**src/rtl/core/pud_pkg.sv**
```systemverilog
// Shared types, constants and helpers of the periodic unwrap displacement block.
package pud_pkg;

  localparam int unsigned COORD_W     = 40;  // Q20.20 coordinate
  localparam int unsigned LEN_W       = 39;  // unsigned box length
  localparam int unsigned GROUP_W     = 32;
  localparam int unsigned WORD_W      = 30;  // packed image word
  localparam int unsigned DLEN_W      = 41;  // length output
  localparam int unsigned CFG_IDX_W   = 3;
  localparam int unsigned CFG_DATA_W  = 40;
  localparam int unsigned IMAGE_FIELD_BITS_DEF = 10;

  localparam int unsigned MAG_W       = COORD_W;      // |d| fits 2^39
  localparam int unsigned HALF_W      = MAG_W / 2;
  localparam int unsigned ROOT_W      = 40;           // sum of squares < 2^80
  localparam int unsigned RAD_W       = 2 * ROOT_W;

  localparam int unsigned QDEPTH      = 2;
  localparam int unsigned BACK_STAGES = 8;
  // accept edge to strobe: queue write, back stages, one root bit per stage
  localparam int unsigned LATENCY     = 1 + BACK_STAGES + ROOT_W;

  typedef enum logic [CFG_IDX_W-1:0] {
    CFG_TRICLINIC = 3'd0,
    CFG_GROUP     = 3'd1,
    CFG_BOX_X     = 3'd2,
    CFG_BOX_Y     = 3'd3,
    CFG_BOX_Z     = 3'd4,
    CFG_TILT_YZ   = 3'd5,
    CFG_TILT_XZ   = 3'd6,
    CFG_TILT_XY   = 3'd7
  } cfg_reg_e;

  typedef struct packed {
    logic signed [COORD_W-1:0] pos_x;
    logic signed [COORD_W-1:0] pos_y;
    logic signed [COORD_W-1:0] pos_z;
    logic signed [COORD_W-1:0] orig_x;
    logic signed [COORD_W-1:0] orig_y;
    logic signed [COORD_W-1:0] orig_z;
    logic        [WORD_W-1:0]  image_word;
    logic        [GROUP_W-1:0] member_bits;
  } pud_item_t;

  typedef struct packed {
    logic signed [COORD_W-1:0] disp_x;
    logic signed [COORD_W-1:0] disp_y;
    logic signed [COORD_W-1:0] disp_z;
    logic        [DLEN_W-1:0]  disp_length;
  } pud_result_t;

  // classified item as held in the queue
  typedef struct packed {
    logic signed [COORD_W-1:0] pos_x;
    logic signed [COORD_W-1:0] pos_y;
    logic signed [COORD_W-1:0] pos_z;
    logic signed [COORD_W-1:0] orig_x;
    logic signed [COORD_W-1:0] orig_y;
    logic signed [COORD_W-1:0] orig_z;
    logic        [WORD_W-1:0]  image_word;
    logic                      in_group;
  } pud_entry_t;

  typedef struct packed {
    logic                      triclinic_enable;
    logic        [GROUP_W-1:0] group_bits;
    logic        [LEN_W-1:0]   box_len_x;
    logic        [LEN_W-1:0]   box_len_y;
    logic        [LEN_W-1:0]   box_len_z;
    logic signed [COORD_W-1:0] tilt_yz;
    logic signed [COORD_W-1:0] tilt_xz;
    logic signed [COORD_W-1:0] tilt_xy;
  } pud_cfg_t;

  typedef struct packed {
    logic signed [COORD_W-1:0] disp_x;
    logic signed [COORD_W-1:0] disp_y;
    logic signed [COORD_W-1:0] disp_z;
  } pud_disp_t;

  // signed width of an image count; z takes every bit above 2*fb
  function automatic int unsigned cnt_width(input int unsigned fb);
    int unsigned zw;
    zw = (WORD_W > 2 * fb) ? (WORD_W - 2 * fb) : 0;
    return ((zw > fb) ? zw : fb) + 1;
  endfunction

endpackage

```
**src/rtl/core/pud_front.sv**
```systemverilog
// Front end: accepts items, tests group membership, queues them for the back end.
module pud_front (
  input  logic                 clk_i,
  input  logic                 rst_ni,
  input  logic                 start_i,
  output logic                 busy_o,
  input  pud_pkg::pud_item_t   item_i,
  input  logic [pud_pkg::GROUP_W-1:0] group_bits_i,
  input  logic                 pop_i,
  output logic                 head_valid_o,
  output pud_pkg::pud_entry_t  head_o
);
  import pud_pkg::*;

  localparam int unsigned PTR_W = (QDEPTH > 1) ? $clog2(QDEPTH) : 1;
  localparam int unsigned CNT_W = $clog2(QDEPTH + 1);

  pud_entry_t         q_mem [QDEPTH];
  logic [PTR_W-1:0]   wr_ptr_q, wr_ptr_d;
  logic [PTR_W-1:0]   rd_ptr_q, rd_ptr_d;
  logic [CNT_W-1:0]   count_q, count_d;
  logic               full, push, pop;
  pud_entry_t         entry_d;

  assign full = (count_q == CNT_W'(QDEPTH));
  assign push = start_i && !full;
  assign pop  = pop_i && (count_q != '0);

  always_comb begin
    entry_d.pos_x      = item_i.pos_x;
    entry_d.pos_y      = item_i.pos_y;
    entry_d.pos_z      = item_i.pos_z;
    entry_d.orig_x     = item_i.orig_x;
    entry_d.orig_y     = item_i.orig_y;
    entry_d.orig_z     = item_i.orig_z;
    entry_d.image_word = item_i.image_word;
    entry_d.in_group   = |(item_i.member_bits & group_bits_i);
  end

  always_comb begin
    wr_ptr_d = wr_ptr_q;
    rd_ptr_d = rd_ptr_q;
    count_d  = count_q;
    if (push) begin
      wr_ptr_d = (wr_ptr_q == PTR_W'(QDEPTH - 1)) ? '0 : wr_ptr_q + PTR_W'(1);
    end
    if (pop) begin
      rd_ptr_d = (rd_ptr_q == PTR_W'(QDEPTH - 1)) ? '0 : rd_ptr_q + PTR_W'(1);
    end
    if (push && !pop) begin
      count_d = count_q + CNT_W'(1);
    end else if (pop && !push) begin
      count_d = count_q - CNT_W'(1);
    end
  end

  always_ff @(posedge clk_i or negedge rst_ni) begin
    if (!rst_ni) begin
      wr_ptr_q <= '0;
      rd_ptr_q <= '0;
      count_q  <= '0;
    end else begin
      wr_ptr_q <= wr_ptr_d;
      rd_ptr_q <= rd_ptr_d;
      count_q  <= count_d;
    end
  end

  always_ff @(posedge clk_i) begin
    if (push) begin
      q_mem[wr_ptr_q] <= entry_d;
    end
  end

  assign head_o       = q_mem[rd_ptr_q];
  assign head_valid_o = (count_q != '0);
  assign busy_o       = full;

endmodule

```
**config.mk**
```make
export PLATFORM = sky130hd
export DESIGN_NAME = pud_front
export DESIGN_NICKNAME = d
export VERILOG_FILES = /design/src/rtl/core/pud_pkg.sv /design/src/rtl/core/pud_front.sv
export SDC_FILE = /design/constraint.sdc
export NUM_CORES = 1
export LEC_CHECK = 0
export BUFFER_PORTS_ARGS = -buffer_cell sky130_fd_sc_hd__buf_4
export CAP_MARGIN = 10
export CORE_ASPECT_RATIO = 1.1
export CORE_MARGIN = 5
export CORE_UTILIZATION = 25
export DETAILED_ROUTE_END_ITERATION = 16
export HOLD_SLACK_MARGIN = 0.03
export SKIP_LAST_GASP = 1
export SYNTH_ARGS = -nofsm -noshare
export SYNTH_HDL_FRONTEND = slang
export SYNTH_SLANG_ARGS = --single-unit
```
**constraint.sdc**
```tcl
create_clock -name clk_i -period 11.6 [get_ports clk_i]
set_input_delay 2.32 -clock clk_i [delete_from_list [all_inputs] [get_ports clk_i]]
set_output_delay 2.32 -clock clk_i [all_outputs]
set_load 0.05 [all_outputs]
```
== Word level (Yosys, flattened, before mapping) ==
Memories as Yosys holds them, arrays and structs flattened.
Cells that the tools add are included.

* Bits in registers: 4
* Memory bits (writable): 542
* Input bits: 338
* Output and inout port bits: 273
* Word-level logic and storage cells: 26
* Memories kept: 1

{| class="wikitable"
|+ Memory list
! memory !! words !! width !! read ports !! clocked after memory_dff !! write ports !! RTL line !! RTL
|-
| q_mem || 2 || 271 || 1 || 0 || 1 || pud_front.sv:18 || <nowiki>pud_entry_t q_mem [QDEPTH];</nowiki>
|}

* Add/subtract/negate cells: 4
* Eq/ne operators: 1
* Multiplexer cells: 6
* Bitwise logic cells: 1
* Reductions and logical operators: 10

{| class="wikitable"
|+ Operators with widths
! operator !! count
|-
| $and A32 B32 Y32 || 1
|-
| $reduce_or A32 Y1 || 1
|-
| $logic_and A1 B1 Y1 || 4
|-
| $mux W1 || 4
|-
| $mux W2 || 2
|-
| $reduce_bool A2 Y1 || 2
|-
| $logic_not A1 Y1 || 3
|-
| $add A1 B1 Y1 const B || 2
|-
| $add A2 B1 Y2 const B || 1
|-
| $eq A2 B2 Y1 const B || 1
|-
| $sub A2 B1 Y2 const B || 1
|}

== Depth between registers and ports, before layout ==
* Word-level depth: 7
* Depth in mapped cells: 7

== Least setup slack after synthesis ==
OpenSTA, ideal clock, no wires.

* Kind: input to register
* Start: in start_i
* End: mem q_mem[0][0] in the netlist's numbering, enable pin
* Library setup time: 908 ps
* Data arrival time: 13632 ps
* Required time: 10692 ps
* Path slack: -2940 ps
* Stages on the path: 2
* Path through: nand2_1 > nor2_1

* Cells in the longest elaborated chain, start to end: 3

{| class="wikitable"
|+ Ends and longest elaborated chain
! item !! RTL line !! RTL
|-
| from (decl) || pud_front.sv:5 || <nowiki>input logic start_i,</nowiki>
|-
| $logic_and A1 B1 Y1 || pud_front.sv:26 || <nowiki>assign push = start_i && !full;</nowiki>
|-
| $mux W1 || pud_front.sv:70 || <nowiki>if (push) begin</nowiki>
|-
| $mux W1 (not written as such) || pud_front.sv:71 || <nowiki>q_mem[wr_ptr_q] <= entry_d;</nowiki>
|-
| to (decl) || pud_front.sv:18 ||
|}

No other way between the ends.

==> out/results.tsv <==
stage	metric	value	unit
route	dr.pass1.iters	4	
worst_setup_path	slowest_stage	dfrtp_4	
power	swShare	39.5	%
worst_setup_path	max_stage_delay	0.82	ns
place	dp_cells	2529	
floorplan	die_h	308	um
cells_and_area	fin_cells	2635	
global_route	grt_pass1_vias	11889	
clocking	hold_buffers	0	
power	p_leak	10.5	nW
sta	setup_viol	0	
sta	maxSlewViolCount	0	
worst_hold_path	hp-class	flop to flop	
clocking	htree_levels	2	
worst_setup_path	critPathMaxFanout	66	
power	p_int	4.97	mW
floorplan	rows	109	
synth	synth_fp_nets	1222	
sta	clock_skew	0.0153	ns
floorplan	core_area	80200	sq um
place	hpwl	36300	um
cells_and_area	antenna_cells	0	
global_route	antenna_found_initial	1	
clocking	clock_path_buffers	3	
sta	hold_violations	0	
cells_and_area	fin_nets	1873	
sta	grt_setup_unrepaired	false	
synth	ys.warnings.count	0	
worst_setup_path	path_class	flop to output port	
cells_and_area	syn_to_final_growth	38.2	%
clocking	cts_sinks	546	
global_route	grt_use_total	10.8	%
power	pwr-share-seq	34.6	%
sta	worstMarginPinSlew	0.999	ns
power	combPwrFrac	43.1	%
job	maxCapViolCount	0	
sta	fmax	163	MHz
power	clkPwrFrac	22.4	%
cells_and_area	mostFrequentLayoutCells	buf_4 (622), edfxtp_1 (542), mux2_2 (191)	
route	num_vias	10701	
power	p_switching	3.24	mW
global_route	grt-ovfl-total	0	
run_status	status	finished, final reports clean	
sta	fin_crit	6.12	ns
place	numPortBuffers	610	
floorplan	dieArea	86500	sq um
sta	tns	0	ns
synth	syn_inst	883	
power	powerDensity	294	nW/um^2
clocking	cts.repair.resized	0	
synth	synth_area	20200	sq um
clocking	cts_root_buffer	clkbuf_16	
route	antenna_left	0	
clocking	cts_tree	built	
place	place_congestion	0.889	
synth	synth_cell_types	19	
sta	slew_headroom	33.4	%
clocking	cts_setup_buffers	0	
clocking	clkSlewWorstSetupHoldPaths	0.06	ns
cells_and_area	layout_commonest_cell	buf_4	
floorplan	start_util	25.2	%
worst_setup_path	crit_top_cell	buf_4	
worst_setup_path	crit_required	9.28	ns
synth	seq_area_frac_synth	81.1	%
route	wl_per_cell	19.1	um
route	first_iter_violations	558	
worst_setup_path	worstPathArrival	3.80	ns
route	drcViolationCount	0	
worst_setup_path	cp-start-kind	flop	
route	viasPerCell	4.06	
clocking	insertion_delay	0.60	ns
floorplan	dieWidth	281	um
power	peakVddDrop	0.180	mV
clocking	numCtsBuffers	57	
sta	fin_crit_sh	52.8	%
global_route	grt_pass1_wl	71500	um
worst_setup_path	critPathCaptureType	output port	
route	wirelength	50200	um
worst_setup_path	critical_path.cell_chain	buf_4, buf_4, mux2_2, buf_4	
floorplan	io_pins	611	
global_route	grt_max_degree	71	
cells_and_area	drive_above_1_share	62.1	%
synth	yosys_register_bits	546	
synth	avgSynthCellArea	22.9	sq um
## worst max-delay path, delay by kind of cell (launching register included)
kind	cells	cell delay, ns
buffers and inverters	3	1.77
flip-flops	1	0.82
multiplexers	1	0.43
## per-stage QoR
stage	total power, mW	instance area [sq um]	hold WS (ns)	setup WS [ns]	utilization (%)
CTS	8.33	27900	0.507	5.39	34.8
finish	8.21	27900	0.508	5.48	34.8
detailed placement	6.46	26000	0.496	6.05	32.4
floorplan	5.53	20200	0.456	1.66	-
global placement	6.43	26000	0.476	6.16	32.4
global route	8.54	27900	0.527	5.24	34.8
## layer usage
| metal | routed length (um) | share of wire (%) | global-route usage [%] | vias to the layer above |
|---|---|---|---|---|
| met1 | 17000 | 34 | 11.1 | 5297 |
| met3 | 4850 | 9.7 | 3.83 | 91 |
| li1 | - | - | - | 4851 |
| met5 | 0 | 0 | 0 | - |
| met4 | 1840 | 3.7 | 4.33 | 0 |
| met2 | 26600 | 53 | 19.9 | 462 |
## area by class of cell
type | instances | area (sq um)
clock buffer | 70 | 1520
clock inverter | 36 | 392
fill | 7680 | 52300
inverter | 2 | 7.51
multi-input combinational | 305 | 3610
sequential | 546 | 16400
tap | 1054 | 1320
timing repair buffer | 622 | 4670
## registers in the layout, indices dropped and copies added, names as in the netlist
signal    count
q_mem       542
count_q       2
rd_ptr_q      1
wr_ptr_q      1
## worst paths after layout
path,start,endpoint,depth (start not counted),slack (ns)
min in group asynchronous,rst_ni,count_q[1],1,1.52
min,count_q[1],count_q[1],1,0.51
max,rd_ptr_q,head_o[67],4,5.48
max reg2reg,count_q[0],q_mem[0][183],5,8.25
max in group asynchronous,rst_ni,rd_ptr_q,1,9.97
min reg2reg,count_q[1],count_q[1],1,0.51
## cell usage after synthesis (all sizes together)
cell type | number | area, sq um
nand2b | 1 | 6.26
or4 | 1 | 7.51
and3 | 1 | 6.26
nand4 | 4 | 25.0
xor2 | 2 | 17.5
a22oi | 16 | 125
xnor2 | 3 | 26.3
edfxtp | 542 | 16300
nor2 | 2 | 7.51
buf | 30 | 206
ha | 1 | 12.5
dfrtp | 4 | 100
inv | 2 | 7.51
or2 | 1 | 6.26
mux2 | 271 | 3350
nand2 | 2 | 7.51
## power by group through the flow
stage / registers, mW / logic, mW / clock network [mW]
floorplan: 2.94 / 2.60 / 0
global placement: 2.86 / 3.57 / 0
detailed placement: 2.88 / 3.58 / 0
CTS: 2.84 / 3.59 / 1.90
global route: 2.87 / 3.68 / 1.99
finish: 2.84 / 3.54 / 1.84
## cell families (layout without fill, tap and decap cells)
group,count (synthesis),after routing,share of synthesized area [%]
mux,271,271,16.6
xor+xnor,5,5,0.217
compound gates,16,16,0.620
fa+ha+maj,1,1,0.0620
flops,546,546,81.1
simple gates,12,12,0.329
buf+inv,32,730,1.06
Power figures use the tool's default switching activity.
